File: src/design/u8u16_pkg.sv
// UTF-8 to UTF-16 transcoder: shared types and code point constants.
// No dependencies; imported by u8u16_decode and utf8_to_utf16_decoder.
`timescale 1ns / 1ps
`default_nettype none

package u8u16_pkg;

	// code point boundaries, 21-bit scalar space
	localparam logic [20:0] CP_SURR_FIRST = 21'h00D800;
	localparam logic [20:0] CP_SURR_END   = 21'h00E000;
	localparam logic [20:0] CP_SUPP_FIRST = 21'h010000;
	localparam logic [20:0] CP_LIMIT      = 21'h110000;

	// UTF-16 surrogate bases
	localparam logic [15:0] HI_SURR_BASE  = 16'hD800;
	localparam logic [15:0] LO_SURR_BASE  = 16'hDC00;

	localparam logic [1:0]  UNITS_NONE    = 2'd0;
	localparam logic [1:0]  UNITS_ONE     = 2'd1;
	localparam logic [1:0]  UNITS_PAIR    = 2'd2;

	typedef struct packed {
		logic full;
		logic broken;
		logic illegal;
	} flags_t;

	typedef struct packed {
		logic [1:0]  unit_count;
		logic [15:0] first_unit;
		logic [15:0] second_unit;
		flags_t      flags;
		logic        string_done;
	} result_t;

endpackage

`default_nettype wire

File: src/design/u8u16_decode.sv
// Per-string decode state and the single-pass byte decode logic.
// Depends on u8u16_pkg.
`timescale 1ns / 1ps
`default_nettype none

module u8u16_decode (
	input  wire logic                clk,
	input  wire logic                arst_n,
	input  wire logic                step_en,     // byte in s1 moves on this cycle
	input  wire logic [7:0]          byte_value,
	input  wire logic                end_of_string,
	input  wire logic [15:0]         usable_units,
	output u8u16_pkg::result_t       result
);
	import u8u16_pkg::*;

	logic [1:0]  pend_q, pend_d, pend_dec;
	logic [20:0] acc_q, acc_d, acc_ext, supp_off;
	logic [15:0] uw_q;
	logic [16:0] uw_plus1;
	flags_t      flags_q, flags_d;
	logic        stop_q, stop_d;
	logic [1:0]  n;
	logic [15:0] u1, u2;
	logic        done;

	assign acc_ext  = {acc_q[14:0], byte_value[5:0]};
	assign pend_dec = pend_q - 2'd1;
	assign supp_off = acc_ext - CP_SUPP_FIRST;
	assign uw_plus1 = {1'b0, uw_q} + 17'd1;
	assign done     = end_of_string || (byte_value == 8'h00);

	always_comb begin
		n       = UNITS_NONE;
		u1      = 16'h0000;
		u2      = 16'h0000;
		pend_d  = pend_q;
		acc_d   = acc_q;
		flags_d = flags_q;
		stop_d  = stop_q;
		if (byte_value == 8'h00) begin
			// terminator byte: nothing out
		end else if (stop_q || (uw_q >= usable_units)) begin
			flags_d.full = 1'b1;
			stop_d       = 1'b1;
		end else if (pend_q == 2'd0) begin
			case (byte_value) inside
				[8'h01:8'h7F]: begin
					n  = UNITS_ONE;
					u1 = {8'h00, byte_value};
				end
				[8'hC0:8'hDF]: begin
					pend_d = 2'd1;
					acc_d  = {16'h0000, byte_value[4:0]};
				end
				[8'hE0:8'hEF]: begin
					pend_d = 2'd2;
					acc_d  = {17'h00000, byte_value[3:0]};
				end
				[8'hF0:8'hF7]: begin
					pend_d = 2'd3;
					acc_d  = {18'h00000, byte_value[2:0]};
				end
				default: begin
					flags_d.illegal = 1'b1;
				end
			endcase
		end else if (byte_value[7:6] == 2'b10) begin
			acc_d  = acc_ext;
			pend_d = pend_dec;
			if (pend_dec == 2'd0) begin
				acc_d = 21'h000000;
				if (((acc_ext != 21'h000000) && (acc_ext < CP_SURR_FIRST)) ||
				    ((acc_ext >= CP_SURR_END) && (acc_ext < CP_SUPP_FIRST))) begin
					n  = UNITS_ONE;
					u1 = acc_ext[15:0];
				end else if ((acc_ext >= CP_SUPP_FIRST) && (acc_ext < CP_LIMIT)) begin
					if (uw_plus1 >= {1'b0, usable_units}) begin
						// pair does not fit: stop output for this string
						flags_d.full = 1'b1;
						stop_d       = 1'b1;
					end else begin
						n  = UNITS_PAIR;
						u1 = HI_SURR_BASE + {6'b000000, supp_off[19:10]};
						u2 = LO_SURR_BASE + {6'b000000, supp_off[9:0]};
					end
				end
			end
		end else begin
			// cut sequence: drop the byte, abandon the partial value
			acc_d          = 21'h000000;
			pend_d         = 2'd0;
			flags_d.broken = 1'b1;
		end
	end

	assign result.unit_count  = n;
	assign result.first_unit  = u1;
	assign result.second_unit = u2;
	assign result.flags       = flags_d;
	assign result.string_done = done;

	always_ff @(posedge clk or negedge arst_n) begin
		if (!arst_n) begin
			pend_q  <= 2'd0;
			acc_q   <= 21'h000000;
			uw_q    <= 16'h0000;
			flags_q <= '0;
			stop_q  <= 1'b0;
		end else if (step_en) begin
			if (done) begin
				pend_q  <= 2'd0;
				acc_q   <= 21'h000000;
				uw_q    <= 16'h0000;
				flags_q <= '0;
				stop_q  <= 1'b0;
			end else begin
				pend_q  <= pend_d;
				acc_q   <= acc_d;
				uw_q    <= uw_q + {14'h0000, n};
				flags_q <= flags_d;
				stop_q  <= stop_d;
			end
		end
	end

`ifndef NO_ASSERTIONS
	a_clear_after_done: assert property (@(posedge clk) disable iff (!arst_n)
		step_en && done |=> (pend_q == 2'd0) && (uw_q == 16'h0000) && (flags_q == '0))
		else $error("string state not cleared after last byte");
	a_acc_idle_zero: assert property (@(posedge clk) disable iff (!arst_n)
		(pend_q == 2'd0) |-> (acc_q == 21'h000000))
		else $error("accumulator holds bits with no sequence open");
	a_stop_means_full: assert property (@(posedge clk) disable iff (!arst_n)
		stop_q |-> flags_q.full)
		else $error("output stopped without full flag");
`endif

endmodule

`default_nettype wire

File: src/design/utf8_to_utf16_decoder.sv
// Path: an accepted byte is held in s1, decoded combinationally, and its result is registered
// in s2, which drives m_axis; a stall on m_axis holds both stages.
// Throughput: one byte per cycle while m_axis is not stalled; the decode is one pass of mask/compare logic.
// The result register frees s1, so a new byte is taken while a result waits.
// Reset (arst_n low, async): stages empty, string state clear, capacity 65535.
// Top level: byte stream in, UTF-16 units plus sticky flags out.
// Depends on u8u16_pkg and u8u16_decode.
`timescale 1ns / 1ps
`default_nettype none

module utf8_to_utf16_decoder (
	input  wire logic        clk,
	input  wire logic        arst_n,
	// input bytes
	input  wire logic        s_axis_tvalid,
	output logic             s_axis_tready,
	input  wire logic [7:0]  s_axis_tdata,   // [7:0] byte_value
	input  wire logic        s_axis_tlast,   // end_of_string
	// output units
	output logic             m_axis_tvalid,
	input  wire logic        m_axis_tready,
	output logic [39:0]      m_axis_tdata,   // [1:0] unit_count, [17:2] first_unit,
	                                         // [33:18] second_unit, [39:34] zero
	output logic [2:0]       m_axis_tuser,   // [0] illegal_lead, [1] broken_sequence,
	                                         // [2] buffer_full
	output logic             m_axis_tlast,   // string_done
	// capacity register write
	input  wire logic        cfg_valid,
	output logic             cfg_ready,
	input  wire logic [15:0] cfg_data        // capacity_units
);
	import u8u16_pkg::*;

	logic        valid_s1;
	logic [7:0]  byte_s1;
	logic        eos_s1;
	logic        valid_s2;
	result_t     res_s2;
	result_t     res_comb;
	logic [15:0] cap_q;
	logic [15:0] usable;
	logic        advance;

	// capacity includes a terminator slot; zero means no room at all
	assign cfg_ready = 1'b1;
	assign usable    = (cap_q != 16'h0000) ? (cap_q - 16'd1) : 16'h0000;

	always_ff @(posedge clk or negedge arst_n) begin
		if (!arst_n) begin
			cap_q <= 16'hFFFF;
		end else if (cfg_valid && cfg_ready) begin
			cap_q <= cfg_data;
		end
	end

	// s1 moves into the result register when that register is empty or draining
	assign advance       = valid_s1 && (!valid_s2 || m_axis_tready);
	assign s_axis_tready = !valid_s1 || advance;

	always_ff @(posedge clk or negedge arst_n) begin
		if (!arst_n) begin
			valid_s1 <= 1'b0;
		end else if (s_axis_tready) begin
			valid_s1 <= s_axis_tvalid;
		end
	end

	always_ff @(posedge clk) begin
		if (s_axis_tvalid && s_axis_tready) begin
			byte_s1 <= s_axis_tdata;
			eos_s1  <= s_axis_tlast;
		end
	end

	// decode core: string state updates only when the byte in s1 moves on
	u8u16_decode u_decode (
		.clk           (clk),
		.arst_n        (arst_n),
		.step_en       (advance),
		.byte_value    (byte_s1),
		.end_of_string (eos_s1),
		.usable_units  (usable),
		.result        (res_comb)
	);

	always_ff @(posedge clk or negedge arst_n) begin
		if (!arst_n) begin
			valid_s2 <= 1'b0;
		end else if (advance) begin
			valid_s2 <= 1'b1;
		end else if (m_axis_tready) begin
			valid_s2 <= 1'b0;
		end
	end

	always_ff @(posedge clk) begin
		if (advance) begin
			res_s2 <= res_comb;
		end
	end

	assign m_axis_tvalid = valid_s2;
	assign m_axis_tdata  = {6'b000000, res_s2.second_unit, res_s2.first_unit,
	                        res_s2.unit_count};
	assign m_axis_tuser  = {res_s2.flags.full, res_s2.flags.broken, res_s2.flags.illegal};
	assign m_axis_tlast  = res_s2.string_done;

`ifndef NO_ASSERTIONS
	a_s1_holds: assert property (@(posedge clk) disable iff (!arst_n)
		valid_s1 && !advance |=> valid_s1 && $stable(byte_s1))
		else $error("stalled byte lost from input register");
	a_count_range: assert property (@(posedge clk) disable iff (!arst_n)
		m_axis_tvalid |-> (m_axis_tdata[1:0] != 2'd3))
		else $error("unit count out of range");
	a_second_zero: assert property (@(posedge clk) disable iff (!arst_n)
		m_axis_tvalid && (m_axis_tdata[1:0] != UNITS_PAIR) |-> (m_axis_tdata[33:18] == 16'h0000))
		else $error("second unit set without a pair");
	a_pair_high: assert property (@(posedge clk) disable iff (!arst_n)
		m_axis_tvalid && (m_axis_tdata[1:0] == UNITS_PAIR) |->
		(m_axis_tdata[17:12] == 6'b110110) && (m_axis_tdata[33:28] == 6'b110111))
		else $error("pair is not a high/low surrogate");
`endif

endmodule

`default_nettype wire
File: config.mk
export PLATFORM = sky130hd
export DESIGN_NAME = utf8_to_utf16_decoder
export DESIGN_NICKNAME = d
export VERILOG_FILES = /design/src/design/u8u16_pkg.sv /design/src/design/u8u16_decode.sv /design/src/design/utf8_to_utf16_decoder.sv
export SDC_FILE = /design/constraint.sdc
export NUM_CORES = 1
export LEC_CHECK = 0
export BUFFER_PORTS_ARGS = -buffer_cell sky130_fd_sc_hd__buf_2
export CAP_MARGIN = 5
export CORE_ASPECT_RATIO = 2
export CORE_MARGIN = 2
export CORE_UTILIZATION = 55
export CTS_CLUSTER_SIZE = 16
export DETAILED_ROUTE_END_ITERATION = 12
export PLACE_DENSITY = 0.8
export SYNTH_ARGS = -nofsm -noshare
export SYNTH_HDL_FRONTEND = slang
export SYNTH_SLANG_ARGS = --single-unit
export TNS_END_PERCENT = 5
File: constraint.sdc
create_clock -name clk -period 5.8 [get_ports clk]
set_input_delay 0.29 -clock clk [delete_from_list [all_inputs] [get_ports clk]]
set_output_delay 0.29 -clock clk [all_outputs]
set_load 0.01 [all_outputs]
==> impl_metrics.ini, run 1 <==
[run_status]
status = complete, no violations

[synth]
yosysMostFrequentCell = nand2_1
syn-cell-area_um2 = 5740
yosys_warnings = 0
synth_top_area_cell = edfxtp_1
synth-main-ff-cell = edfxtp_1
synth_top_area_share_pct = 22.0
ys_top_cells_by_area = edfxtp_1 22%, dfrtp_1 17%, ha_1 8.9%
ys_seq_area_share_pct = 46.3
async_flop_share_pct = 56.7
synth_edf_count = 42
ys_top_cells_by_count = 86 x nand2_1, 46 x nor2_1, 42 x edfxtp_1, 41 x ha_1, 39 x dfrtp_1
synth.avg_cell_area_um2 = 10.2
yosysUniqueCellTypes = 61
ys_ff_latch = 97
synthCells = 563

[place]
placed_cell_area_um2 = 6130
gp_congestion = 0.976
place_ws_ps = 231
port_buffers = 68
dp_hpwl_um = 9870

[finish]
fin_util_pct = 63.4
drive_gt1_share_pct = 22.1
nets = 695
antenna_cells = 0
final_cell_area_um2 = 6440
syn_to_final_growth_pct = 12.1

[timing]
final-setup-viol-count = 0
fin_crit_ps = 5360
hold_viol = 0
fin_ws_ps = 445
max_freq_mhz = 187
relSlewSlack_pct = 35.3
worst_slew_pin_slew_ps = 962
fin_crit_sh_pct = 92.3
rsz0062_at_grt = no
tns_ps = 0
finalClockSkew_ps = 13.7
drv_slew = 0

[die]
die_height_um = 148
dieArea_um2 = 11300
rows = 52
start_util_pct = 56.6
core_um2 = 10100
die_w_um = 76.3
ioPinCount = 77

[pwr]
seqPwrFrac_pct = 47.2
irDropWorstVdd_uv = 222
comb_power_share_pct = 22.2
p_int_mw = 1.28
p_sw_share_pct = 30.8
power_frac_clock_pct = 30.6
p_leak_nw = 2.86
p_sw_mw = 0.569
power_density_nw_per_um2 = 287

[clocking]
clk_latency_ps = 350
cts_tree = built
htree_levels = 3
numCtsBuffers = 9
clkSinkCount = 97
cts.clk_slew.worst_paths_ps = 70
cts_buffer_depth = 2
ctsHoldBuffers = 0
cts_root_buf = clkbuf_16

[setup_path]
cp_max_fo = 12
rr_worst_depth = 22
critPathCaptureType = flop
r2r_slack_ps = 440
reg2reg_from = cap_q[0]
worstPathRequired_ps = 6060
cp.arrival_ps = 5610
start_kind = flop
r2r_end = u_decode.uw_q[13]
path_class = reg2reg

[route]
vias_per_cell = 5.81
dr.pass1.iters = 4
drc_errors = 0
routed_wl_um = 12700
antenna_left = 0
dr.first_iter.drc_count = 269
vias = 4436
wl_per_cell_um = 16.7

[grt]
antenna_found_initial = 0
grt_pass1_wl_um = 21200
grt_max_degree = 56
grt_use_total_pct = 23.8
grt-ovfl-total = 0
grt_pass1_vias = 4592

[flow_run]
drv_cap = 0

[min_path]
worst_hold_path_type = in2async
==> registers in the layout, summed over array words and instances, names as in the netlist, 2 cells and up <==
signal            flops
cap_q                16
u_decode.pend_q       2
m_axis_tuser          3
m_axis_tdata         29
u_decode.flags_q      3
u_decode.acc_q       15
byte_s1               8
u_decode.uw_q        16
==> stage by stage <==
step           power (mW)  hold slack [ps]  std cells
2_1_floorplan        1.17            -5.59        569
3_3_place_gp         1.27              461        747
3_5_place_dp         1.29              468        747
4_1_cts              1.85              106        763
5_1_grt              1.94             99.2        763
6_report             1.85             71.2        763
==> placed cells by master (no fill, tap or decap), drive strengths merged, types with 6 or more instances in the layout <==
cell type,count
nand2b,9
ha,41
conb,8
nand4,7
buf,76
and3,6
mux2,14
nor4,6
edfxtp,42
and2,12
inv,18
xnor2,21
a21o,6
nor3,16
nor2,47
dfstp,16
nor2b,6
o21ai,21
a21oi,20
xor2,14
or3,6
dfrtp,39
a2bb2oi,9
nand2,86
nand3,13
mux2i,18
clkbuf,11
==> critical path, stage by stage (launching register included) <==
cell and delay [ps]:
dfstp_2 550, inv_1 70, ha_1 240, nand2_1 130, nor4_1 60, buf_4 160, nand3_1 70, buf_4 180
o21ai_0 140, ha_1 330, and4_1 220, nand2_1 60, or4_1 560, a2111o_1 480, or3b_1 240, nor2_2 50
ha_1 290, a21oi_1 50, nor2b_1 190, nand4_1 220, or3_1 430, or3_1 340, a21oi_1 190
==> repair_timing <==
action / 4_1_cts / 5_1_grt
resized for setup: 0 / 3
setup endpoints to repair: 0 / 6
buffers inserted: 0 / 0
hold endpoints to repair: 0 / 0
==> kinds of logic (layout without fill, tap and decap cells) <==
group / count (synthesis) / in the layout / share of synthesized area (%)
fa+ha+maj: 42 / 42 / 9.28
flops: 97 / 97 / 46.3
xor+xnor: 35 / 35 / 5.34
mux: 32 / 32 / 5.88
compound gates: 81 / 81 / 9.70
other cells: 2 / 8 / 0.131
buf+inv: 50 / 109 / 4.60
simple gates: 224 / 224 / 18.8
==> power groups by stage <==
stage               clock [mW]  sequential [mW]  combinational (mW)
finish                   0.566            0.872               0.409
global route             0.600            0.880               0.464
global placement             0            0.879               0.392
floorplan                    0            0.874               0.293
detailed placement           0            0.883               0.408
CTS                      0.570            0.870               0.410
==> layer usage <==
| metal | vias to the layer above | wire length [um] | track usage (%) |
|---|---|---|---|
| met5 | - | 0 | 0 |
| met4 | 0 | 882 | 17.8 |
| met3 | 63 | 472 | 3.94 |
| met2 | 165 | 7190 | 46.3 |
| met1 | 2118 | 4200 | 21.3 |
| li1 | 2090 | - | - |
==> how the worst max path moves through the flow <==
stage,startpoint,endpoint,slack [ps]
6_report,cap_q[0],u_decode.uw_q[13],440
5_1_grt,cap_q[0],u_decode.uw_q[13],10
3_3_place_gp,cap_q[2],u_decode.uw_q[15],520
4_1_cts,cap_q[2],u_decode.uw_q[13],230
3_5_place_dp,cap_q[2],u_decode.uw_q[13],230
2_1_floorplan,cap_q[0],u_decode.uw_q[13],870
==> final cells by class <==
type	count	area (um^2)
Inverter	17	63.8
Timing Repair Buffer	76	400
Tap cell	135	169
Clock buffer	11	243
Clock inverter	5	37.5
Fill cell	815	3710
Multi-Input combinational cell	422	2870
Sequential cell	97	2660
(Power assumes the default switching activity.)
==> run 2: changes to the inputs <==
- CORE_MARGIN: 2 -> default
- CORE_UTILIZATION: 55 -> 45
- PLACE_DENSITY: 0.8 -> 0.68
==> run 2 against run 1 <==
Effect of this change: critical path depth rose by 1; sequential cell count unchanged; hold slack better by 9.4 ps; critical path type unchanged; critical endpoint is now u_decode.uw_q[15]; largest power group unchanged; highest routed layer unchanged.
==> impl_metrics.ini, run 2 (synthesized netlist as in run 1, its figures left out) <==
[finish]
mostFrequentLayoutCells = 86 x nand2_1, 68 x buf_2, 46 x nor2_1
regArea_um2 = 2660
stdcell_count = 779
largest_reg_flops = 29
antenna_cells = 0
nets = 696
drive_gt1_share_pct = 22.3
multiInputGateArea_um2 = 2850
mostFrequentLayoutCell = nand2_1
final_cell_area_um2 = 6450
syn_to_final_growth_pct = 12.4
fill_cells = 1154
fin_util_pct = 51.7

[timing]
fin_crit_sh_pct = 91.7
rsz0062_at_grt = no
relSlewSlack_pct = 32.7
tns_ps = 0
final-setup-viol-count = 0
hold_viol = 0
finalClockSkew_ps = 11.0
worst_slew_pin_slew_ps = 1000
max_freq_mhz = 188
fin_crit_ps = 5320
drv_slew = 0
hold_ws_ps = 80.6
fin_ws_ps = 480

[setup_path]
worst-path-buf-inv = 2
critPathSlowestCell = or3_1
path_class = reg2reg
start_kind = flop
worstPathRequired_ps = 5990
slowest_delay_ps = 420
crit_chain = inv_1, ha_1, nand2_1, nor4_1, buf_4, nand2_1, nor2_1, mux2i_1, ha_1, a21o_1, a211o_1, or3_1, a221oi_2, o21ai_2, nor2b_1, ha_1, a21oi_1, nor2b_1, nand4_1, or3_1, nor3_1, xnor2_1, nor2_1
cp.arrival_ps = 5510
critPathCaptureType = flop
cp_common_cell = ha_1
cp_top_family = simple AND/OR/NAND/NOR gates
cp_max_fo = 17

[grt]
grt-ovfl-total = 0
grt_pass1_vias = 4480
grt_max_degree = 56
antenna_found_initial = 0
grt_pass1_wl_um = 21400
grt_use_total_pct = 21.5

[pwr]
total_power_mw = 1.87
p_leak_nw = 2.87
power_density_nw_per_um2 = 290
irDropWorstVdd_uv = 207

[place]
placed_cell_area_um2 = 6160
dp.cells = 763
dp_hpwl_um = 10100
port_buffers = 68
place_ws_ps = 329
gp_congestion = 0.963

[clocking]
clkSinkCount = 97
cts_root_buf = clkbuf_16
htree_levels = 3
post_cts_buffers = 0
cts.clk_slew.worst_paths_ps = 70
clk_latency_ps = 350
numCtsBuffers = 9
cts_buffer_depth = 2
cts_tree = built

[die]
dieArea_um2 = 13200
die_height_um = 162
core_um2 = 12500
ioPinCount = 77
start_util_pct = 46.0
rows = 58
die_w_um = 81.9

[run_status]
status = complete, no violations

[route]
dr.pass1.iters = 4
vias = 4339
dr.first_iter.drc_count = 209
antenna_left = 0
routed_wl_um = 13200
vias_per_cell = 5.57
wl_per_cell_um = 16.9
drc_errors = 0

[flow_run]
drv_cap = 0

[min_path]
worst_hold_path_type = in2async
run 2: cell types whose count changed in the layout (fill, tap and decap cells not counted), sizes merged:
cell / previous run / this run
inv: 18 / 20
buf: 76 / 77
clkinvlp: 2 / 0
clkinv: 2 / 4
clkbuf: 11 / 9
run 2: worst reg2reg max path, delay by kind of cell (launching register included):
kind | cells | cell delay [ps]
XOR/XNOR | 1 | 150
flip-flops | 1 | 380
multiplexers | 1 | 280
AO/OA/AOI/OAI | 5 | 1130
buffers and inverters | 2 | 280
adder cells (fa/ha/maj) | 3 | 750
AND/OR/NAND/NOR | 11 | 2170
run 2: layout make-up:
class / count / area share (%)
Multi-Input combinational cell: 422 / 44.2
Sequential cell: 97 / 41.2
Timing Repair Buffer: 77 / 6.32
Clock buffer: 9 / 3.49
Tap cell: 150 / 2.91
Inverter: 17 / 0.989
Clock inverter: 7 / 0.950
run 2: what timing repair did:
action	in CTS	in global routing
endpoints found under the setup margin	0	7
hold buffers	0	0
gates resized for setup	0	1
run 2: worst paths after layout:
path	startpoint	to	slack, ps	depth (start not counted)
max	cap_q[0]	u_decode.uw_q[15]	480	23
min	arst_n	u_decode.uw_q[6]	80	2
max reg2reg	cap_q[0]	u_decode.uw_q[15]	480	23
min reg2reg	u_decode.flags_q[1]	u_decode.flags_q[1]	510	2
max in group asynchronous	arst_n	u_decode.acc_q[0]	5250	2
min in group clk	s_axis_tdata[1]	byte_s1[1]	110	1
run 2: power by group:
part,internal (mW),leakage [nW],switching [mW],total (mW)
logic,0.171,1.61,0.246,0.417
clock network,0.300,0.142,0.281,0.581
registers,0.804,1.12,0.0677,0.872
run 2: layer usage:
layer  global-route usage, %  part of all wire (%)  vias up
li1                        -                     -     2091
met1                    19.9                    34     2075
met2                    41.5                    58      124
met3                    3.37                   2.8       49
met4                    12.3                   5.5        0
met5                       0                     0        -
